**src/hw/rtl/escape_time_fractal_iterator_core_defines.svh**
```systemverilog
// Assertion macros for the core top-level RTL file, the only RTL file that carries checks.
`ifndef ESCAPE_TIME_FRACTAL_ITERATOR_CORE_DEFINES_SVH
`define ESCAPE_TIME_FRACTAL_ITERATOR_CORE_DEFINES_SVH

`ifndef ASSERT_OFF
`define ETFI_ASSERT(lbl, prop, msg) \
    lbl: assert property (@(posedge i_clk) disable iff (!i_rst_n) (prop)) else $error(msg);
`define ETFI_ASSERT_ALWAYS(lbl, prop, msg) \
    lbl: assert property (@(posedge i_clk) (prop)) else $error(msg);
`else
`define ETFI_ASSERT(lbl, prop, msg)
`define ETFI_ASSERT_ALWAYS(lbl, prop, msg)
`endif

`endif

```
**src/hw/rtl/etfi_pkg.sv**
```systemverilog
package etfi_pkg;

    localparam int COORD_WIDTH    = 32;
    localparam int FRAC_BITS      = 28;
    localparam int PIXEL_WIDTH    = 12;
    localparam int LIMIT_WIDTH    = 10;
    localparam int COUNT_WIDTH    = LIMIT_WIDTH + 1;
    localparam int SIZE_WIDTH     = 13;
    localparam int PROD_WIDTH     = COORD_WIDTH + PIXEL_WIDTH;
    localparam int CFG_IDX_WIDTH  = 4;
    localparam int CFG_DATA_WIDTH = 32;

    typedef logic signed [COORD_WIDTH-1:0]   t_coord;
    typedef logic signed [COORD_WIDTH:0]     t_coord_ext;
    typedef logic signed [2*COORD_WIDTH-1:0] t_wide;
    typedef logic [COORD_WIDTH-1:0]          t_mag;
    typedef logic [PROD_WIDTH-1:0]           t_prod;

    localparam t_coord COORD_MAX = t_coord'({1'b0, {(COORD_WIDTH - 1){1'b1}}});
    localparam t_coord COORD_MIN = t_coord'({1'b1, {(COORD_WIDTH - 1){1'b0}}});
    localparam t_prod  MAG_LIMIT = t_prod'({1'b0, {(COORD_WIDTH - 1){1'b1}}});

    // Escape bound of 4.0; when 4.0 cannot be represented the test never fires.
    localparam t_coord_ext FOUR_BOUND = (FRAC_BITS + 2 < COORD_WIDTH - 1) ?
        (t_coord_ext'(1) <<< (FRAC_BITS + 2)) : t_coord_ext'(COORD_MAX);

    localparam logic [LIMIT_WIDTH-1:0] RST_ITER_LIMIT  = LIMIT_WIDTH'(100);
    localparam t_coord                 RST_REAL_MIN    = t_coord'(-536870912);
    localparam t_coord                 RST_REAL_MAX    = t_coord'(268435456);
    localparam t_coord                 RST_IMAG_MIN    = t_coord'(-402653184);
    localparam t_coord                 RST_IMAG_MAX    = t_coord'(402653184);
    localparam logic [SIZE_WIDTH-1:0]  RST_WINDOW_SIZE = SIZE_WIDTH'(800);
    localparam t_coord                 RST_JULIA_C_RE  = t_coord'(-214748365);
    localparam t_coord                 RST_JULIA_C_IM  = t_coord'(42949673);

    typedef enum logic [CFG_IDX_WIDTH-1:0] {
        CFG_ITERATION_LIMIT = 4'd0,
        CFG_REAL_MIN        = 4'd1,
        CFG_REAL_MAX        = 4'd2,
        CFG_IMAG_MIN        = 4'd3,
        CFG_IMAG_MAX        = 4'd4,
        CFG_WINDOW_SIZE     = 4'd5,
        CFG_JULIA_C_REAL    = 4'd6,
        CFG_JULIA_C_IMAG    = 4'd7
    } t_cfg_idx;

    typedef struct packed {
        logic                   func;
        logic [PIXEL_WIDTH-1:0] pixel_x;
        logic [PIXEL_WIDTH-1:0] pixel_y;
        t_coord                 start_real;
        t_coord                 start_imag;
    } t_item;

    typedef struct packed {
        logic [COUNT_WIDTH-1:0] iteration_count;
        logic                   escaped;
    } t_result;

    typedef struct packed {
        logic [LIMIT_WIDTH-1:0] iteration_limit;
        t_coord                 real_min;
        t_coord                 real_max;
        t_coord                 imag_min;
        t_coord                 imag_max;
        logic [SIZE_WIDTH-1:0]  window_size;
        t_coord                 julia_c_real;
        t_coord                 julia_c_imag;
    } t_cfg;

    typedef struct packed {
        logic load;
        logic diff;
        logic div_start;
        logic map_wr;
        logic mul;
        logic scale;
        logic upd;
        logic axis;
    } t_cmd;

    typedef struct packed {
        logic div_done;
        logic escape;
        logic last;
    } t_stat;

    function automatic t_coord sat_ext(input t_coord_ext x);
        t_coord r;
        if (x > t_coord_ext'(COORD_MAX)) begin
            r = COORD_MAX;
        end else if (x < t_coord_ext'(COORD_MIN)) begin
            r = COORD_MIN;
        end else begin
            r = t_coord'(x[COORD_WIDTH-1:0]);
        end
        return r;
    endfunction

    function automatic t_coord sat_add(input t_coord a, input t_coord b);
        return sat_ext(t_coord_ext'(a) + t_coord_ext'(b));
    endfunction

    function automatic t_coord sat_sub(input t_coord a, input t_coord b);
        return sat_ext(t_coord_ext'(a) - t_coord_ext'(b));
    endfunction

    // The arithmetic shift rounds the product toward minus infinity.
    function automatic t_coord qscale(input t_wide p);
        t_wide  s;
        t_coord r;
        s = p >>> FRAC_BITS;
        if (s > t_wide'(COORD_MAX)) begin
            r = COORD_MAX;
        end else if (s < t_wide'(COORD_MIN)) begin
            r = COORD_MIN;
        end else begin
            r = t_coord'(s[COORD_WIDTH-1:0]);
        end
        return r;
    endfunction

    function automatic t_mag mag(input t_coord a);
        t_coord n;
        n = -a;
        return a[COORD_WIDTH-1] ? t_mag'(n) : t_mag'(a);
    endfunction

    function automatic t_coord sat_mag(input logic neg, input t_prod q);
        t_coord v;
        t_coord r;
        v = t_coord'(q[COORD_WIDTH-1:0]);
        if (q > MAG_LIMIT) begin
            r = neg ? COORD_MIN : COORD_MAX;
        end else begin
            r = neg ? -v : v;
        end
        return r;
    endfunction

endpackage

```
**src/hw/rtl/etfi_ctrl.sv**
```systemverilog
module etfi_ctrl (
    input  logic            i_clk,
    input  logic            i_rst_n,
    input  logic            i_start,
    input  logic            i_func,
    input  etfi_pkg::t_stat i_stat,
    output etfi_pkg::t_cmd  o_cmd,
    output logic            o_busy,
    output logic            o_done,
    output logic            o_escaped
);

    typedef enum logic [2:0] {
        S_IDLE,
        S_DIFF,
        S_DSTART,
        S_DIV,
        S_MUL,
        S_SCALE,
        S_UPD
    } t_state;

    t_state r_state, n_state;
    logic   r_axis, n_axis;
    logic   r_done, n_done;
    logic   r_esc, n_esc;

    always_comb begin
        n_state    = r_state;
        n_axis     = r_axis;
        n_done     = 1'b0;
        n_esc      = r_esc;
        o_cmd      = '0;
        o_cmd.axis = r_axis;
        unique case (r_state)
            S_IDLE: begin
                if (i_start) begin
                    o_cmd.load = 1'b1;
                    n_axis     = 1'b0;
                    n_state    = i_func ? S_MUL : S_DIFF;
                end
            end
            S_DIFF: begin
                o_cmd.diff = 1'b1;
                n_state    = S_DSTART;
            end
            S_DSTART: begin
                o_cmd.div_start = 1'b1;
                n_state         = S_DIV;
            end
            S_DIV: begin
                if (i_stat.div_done) begin
                    o_cmd.map_wr = 1'b1;
                    if (r_axis) begin
                        n_state = S_MUL;
                    end else begin
                        n_axis  = 1'b1;
                        n_state = S_DSTART;
                    end
                end
            end
            S_MUL: begin
                o_cmd.mul = 1'b1;
                n_state   = S_SCALE;
            end
            S_SCALE: begin
                o_cmd.scale = 1'b1;
                n_state     = S_UPD;
            end
            S_UPD: begin
                if (i_stat.escape) begin
                    n_done  = 1'b1;
                    n_esc   = 1'b1;
                    n_state = S_IDLE;
                end else begin
                    o_cmd.upd = 1'b1;
                    if (i_stat.last) begin
                        n_done  = 1'b1;
                        n_esc   = 1'b0;
                        n_state = S_IDLE;
                    end else begin
                        n_state = S_MUL;
                    end
                end
            end
            default: begin
                n_state = S_IDLE;
            end
        endcase
    end

    always_ff @(posedge i_clk) begin
        if (!i_rst_n) begin
            r_state <= S_IDLE;
            r_axis  <= 1'b0;
            r_done  <= 1'b0;
            r_esc   <= 1'b0;
        end else begin
            r_state <= n_state;
            r_axis  <= n_axis;
            r_done  <= n_done;
            r_esc   <= n_esc;
        end
    end

    assign o_busy    = (r_state != S_IDLE);
    assign o_done    = r_done;
    assign o_escaped = r_esc;

endmodule
```
**config.mk**
```make
export PLATFORM = sky130hd
export DESIGN_NAME = etfi_ctrl
export DESIGN_NICKNAME = d
export VERILOG_FILES = /design/src/hw/rtl/escape_time_fractal_iterator_core_defines.svh /design/src/hw/rtl/etfi_pkg.sv /design/src/hw/rtl/etfi_ctrl.sv
export SDC_FILE = /design/constraint.sdc
export NUM_CORES = 1
export LEC_CHECK = 0
export BUFFER_PORTS_ARGS = -buffer_cell sky130_fd_sc_hd__buf_4
export CORE_AREA = 2 2 39 41
export CTS_BUF_LIST = sky130_fd_sc_hd__clkbuf_16
export CTS_CLUSTER_SIZE = 12
export DETAILED_ROUTE_END_ITERATION = 10
export DIE_AREA = 0 0 41 43
export GPL_TIMING_DRIVEN = 0
export PLACE_DENSITY = 0.56
export SKIP_LAST_GASP = 1
export SYNTH_ARGS = -nofsm -noshare
export SYNTH_HDL_FRONTEND = slang
export SYNTH_SLANG_ARGS = --single-unit
```
**constraint.sdc**
```tcl
create_clock -name i_clk -period 3.2 [get_ports i_clk]
set_clock_uncertainty 0.15 [all_clocks]
set_input_delay 0.96 -clock i_clk [delete_from_list [all_inputs] [get_ports i_clk]]
set_output_delay 0.96 -clock i_clk [all_outputs]
set_load 0.05 [all_outputs]
```
### After elaboration in Yosys (flattened, before gate mapping)

Index checks and enable logic that the tools add are counted.

* register bits after elaboration: 6
* bits of input ports: 7
* output and inout bits: 11
* word-level logic and storage cells: 44

* mux-type cells: 24
* equality and inequality tests: 8
* reductions and logical operators: 8

Operators with widths (count)
* $pmux W3 S7: 1
* $mux W3: 6
* $mux W1: 16
* $eq A3 B3 Y1 const B: 3
* $eq A3 B2 Y1 const B: 2
* $reduce_and A2 Y1: 3
* $ne A2 B2 Y1 const B: 2
* $reduce_bool A2 Y1: 2
* $eq A3 B1 Y1 const B: 1
* $logic_not A3 Y1: 1
* $reduce_and A3 Y1: 1
* $reduce_bool A3 Y1: 1
* $pmux W1 S2: 1

### Logic depth before layout (Yosys ltp)

* depth in word-level cells: 3
* mapped depth: 4
* mapped depth without buffers: 3

### Least setup slack after synthesis

Ideal clock, no wire load.

* path kind: reg-to-output
* start point: register r_state[0]
* end point: output o_cmd[6] in the netlist's numbering
* setup slack: 0.409 ns
* stages on the path, launching flop included: 3
* path buffers: 1
* data arrival time: 1.681 ns
* required time: 2.090 ns
* cells stage by stage: dfxtp_1 > buf_2 > nor3b_1

RTL lines
* start, declared: RTL line etfi_ctrl.sv:23 `t_state r_state, n_state;`
* start signal, assigned: RTL line etfi_ctrl.sv:99 `r_state <= n_state;`
* end, declared: RTL line etfi_ctrl.sv:7 `output etfi_pkg::t_cmd o_cmd,`

==> key figures <==
Worst setup path
  – CP Launch Point: i_stat[2]
  – Critical Path RT: 2.09 ns
  – Arr. time, crit path: 1.45 ns
  – Crit path max fanout: 4
  – Reg2reg start: r_state[2]$_SDFFE_PN0P_
  – Reg2reg path depth: 4
  – Crit Path Category: input pin to primary output
  – Critical path startpoint category: input pin
  – Setup crit end kind: primary output

Hold path
  – Worst hold stages: 2
  – Hold path start: o_escaped$_SDFFE_PN0P_
  – Hold WC Path Type: register to register

Routing
  – Total length of routed wires: 978 um
  – Drt drc: 0
  – Post-route ant nets: 0
  – First-pass DRT Iterations: 4
  – Drt wl/cell: 11.9 um
  – Via count: 395
  – Via-per-instance ratio: 4.82
  – Iteration-0 DRC count of the detailed router: 8

Die
  – Die width: 41 um
  – Core Box Area: 0.00138 mm2
  – Starting Density: 27.1%
  – IO Pins: 18
  – DIE HEIGHT: 43 um
  – Die area: 0.00176 mm2
  – Row count: 14

Logic synthesis
  – Post-synthesis mux area share: 0%
  – Largest cells by area after synthesis: dfxtp_1 (32%), nor2b_1 (8.3%), nand2_1 (7.0%), nor3b_1 (6.0%), o221ai_2 (4.0%)
  – Post-Synthesis Net Count: 53
  – Syn Inst Count: 46
  – Adder-cell share of the synthesized area: 0%
  – FF+latch count, synth: 6
  – Distinct cells, synth: 25
  – Mapped cell area: 375 um2
  – Sequential fraction of the synthesis area: 32.0%
  – Synth Area in Simple Gates: 38.7%
  – Largest family of logic cells by synthesized area: simple AND/OR/NAND/NOR gates
  – Post-Syn Area per Cell: 8.16 um2
  – Area share of the largest cell type after synthesis: 32.0%
  – Yosys warns: 0
  – Synth Area in Compound Gates: 20.7%
  – Xor and xnor area share after synthesis: 0%
  – Cell taking the most area after synthesis: dfxtp_1

Clock network
  – CTS tree: built
  – # clock sinks: 6
  – Root Buffer Master: clkbuf_16
  – Clock slew at reported path FFs: 0.03 ns
  – H-tree depth: 1
  – Post-CTS Setup Inserts: 0
  – Cts bufs inserted: 3
  – Worst skew pair latency: 0.23 ns
  – Hold buffer count at CTS: 0
  – Clk buf depth: 2
  – Post-CTS sizing: 0

Flow run
  – Max Cap Viol: 0

STA
  – Final min period: 2.56 ns
  – Fmax: 0.391 GHz
  – Slew headroom: 87.1%
  – Fin crit share: 79.9%
  – RSZ-0062 raised after global routing: false
  – Final Hold Vio Count: 0
  – Final setup fails: 0
  – Worst Tran Pin Value: 0.193 ns
  – Final setup TNS: 0 ns
  – Final Max Tran Viols: 0

Final layout
  – Area Overhead vs Synth: 59.3%
  – Share of layout cells above drive strength 1: 42.4%
  – Diode count: 0
  – Nets: 75

Global route
  – Vias in the first global route: 359
  – Grt total ovfl: 0
  – First-pass GRT wire length: 1560 um
  – Pin count of the biggest net entering global routing: 11
  – Total Routing Usage GR: 13.9%
  – Initial antenna violation count: 0

Pwr
  – Total power: 0.000423 W
  – Power Dens Cells: 707 mW/mm2
  – Net Sw Frac: 31.4%
  – Sequential share of power: 20.5%
  – Sw power: 0.000133 W
  – Max rail drop VDD: 236 uV
  – Power share of the clock group: 48.4%
  – Internal: 0.000290 W
  – Comb pwr share: 31.1%
  – Leak pwr: 0.280 nW

Run status
  – Outcome: finished clean

Place
  – IO Port Bufs: 17
  – Final GP Congestion: 0.694
  – Hpwl dp: 691 um
==> power groups by stage <==
stage | Combinational (W) | Sequential (W) | Clock (W)
after floorplan | 0.0000946 | 0.0000880 | 0
after global placement | 0.000131 | 0.0000877 | 0
after detailed placement | 0.000131 | 0.0000876 | 0
after CTS | 0.000132 | 0.0000867 | 0.000206
after global routing | 0.000141 | 0.0000877 | 0.000208
final | 0.000131 | 0.0000868 | 0.000205
==> metal layers <==
metal	track usage, %	routed length [um]	share of wire, %	vias to the layer above
li1	-	-	-	200
met1	16.2	419	43	178
met2	20.0	478	49	13
met3	3.14	41	4.2	4
met4	12.0	39	4.0	0
met5	0	0	0	-
==> state kept, by name (all words and copies together), names as in the netlist <==
signal     cells
r_axis         1
o_escaped      1
o_done         1
r_state        3
==> cells by family (layout without fill, tap and decap cells) <==
logic type | after synthesis | after routing
compound gates | 10 | 10
simple gates | 25 | 25
buf+inv | 5 | 25
flops | 6 | 6
==> synthesized netlist by cell type <==
library cell	instances
dfxtp_1	6
a31o_2	1
and2b_1	1
a32oi_1	1
buf_4	1
or3_4	1
and3_1	2
nor3_1	1
and3b_1	1
o2bb2ai_1	1
o221ai_2	1
o22ai_1	1
o21bai_1	1
buf_6	1
nor3b_1	3
nand2_1	7
inv_1	1
nor2_2	1
nor2_1	2
a21oi_1	2
buf_2	2
nor2b_1	5
a211oi_1	1
nand2b_1	1
o21ai_0	1
==> final cells by class <==
type	count	area (um2)
Sequential cell	6	120
Fill cell	145	786
Buffer	4	28.8
Timing Repair Buffer	17	128
Inverter	1	3.75
Multi-Input combinational cell	35	223
Tap cell	16	20.0
Clock buffer	3	75.1
==> worst paths after layout <==
path                        endpoint  slack, ns
min           o_escaped$_SDFFE_PN0P_       0.32
max reg2reg  r_state[2]$_SDFFE_PN0P_       1.92
max                         o_cmd[4]       0.64
min reg2reg   o_escaped$_SDFFE_PN0P_       0.32
==> cells in the final DEF (no fill, tap or decap), types with 2 or more instances in the layout <==
cell       Yosys  routed
nor3b_1        3       3
nand2_1        7       7
nor2_1         2       2
a21oi_1        2       2
buf_4          1      18
dfxtp_1        6       6
buf_2          2       2
nor2b_1        5       5
and3_1         2       2
clkbuf_16      0       3
==> stage by stage <==
step	hold WS [ns]	worst slack [ns]	cell area, um2	utilization [%]	cells
floorplan	0.306	0.409	375	-	46
global placement	0.313	0.639	523	37.8	79
detailed placement	0.319	0.641	523	37.8	79
CTS	0.324	0.640	598	43.2	82
global route	0.358	0.623	598	43.2	82
finish	0.316	0.643	598	43.2	82
==> critical path, stage by stage <==
cell    delay (ns)
buf_4         0.12
and3_1        0.17
buf_4         0.19
No activity file was read; power rests on OpenSTA's default activity.
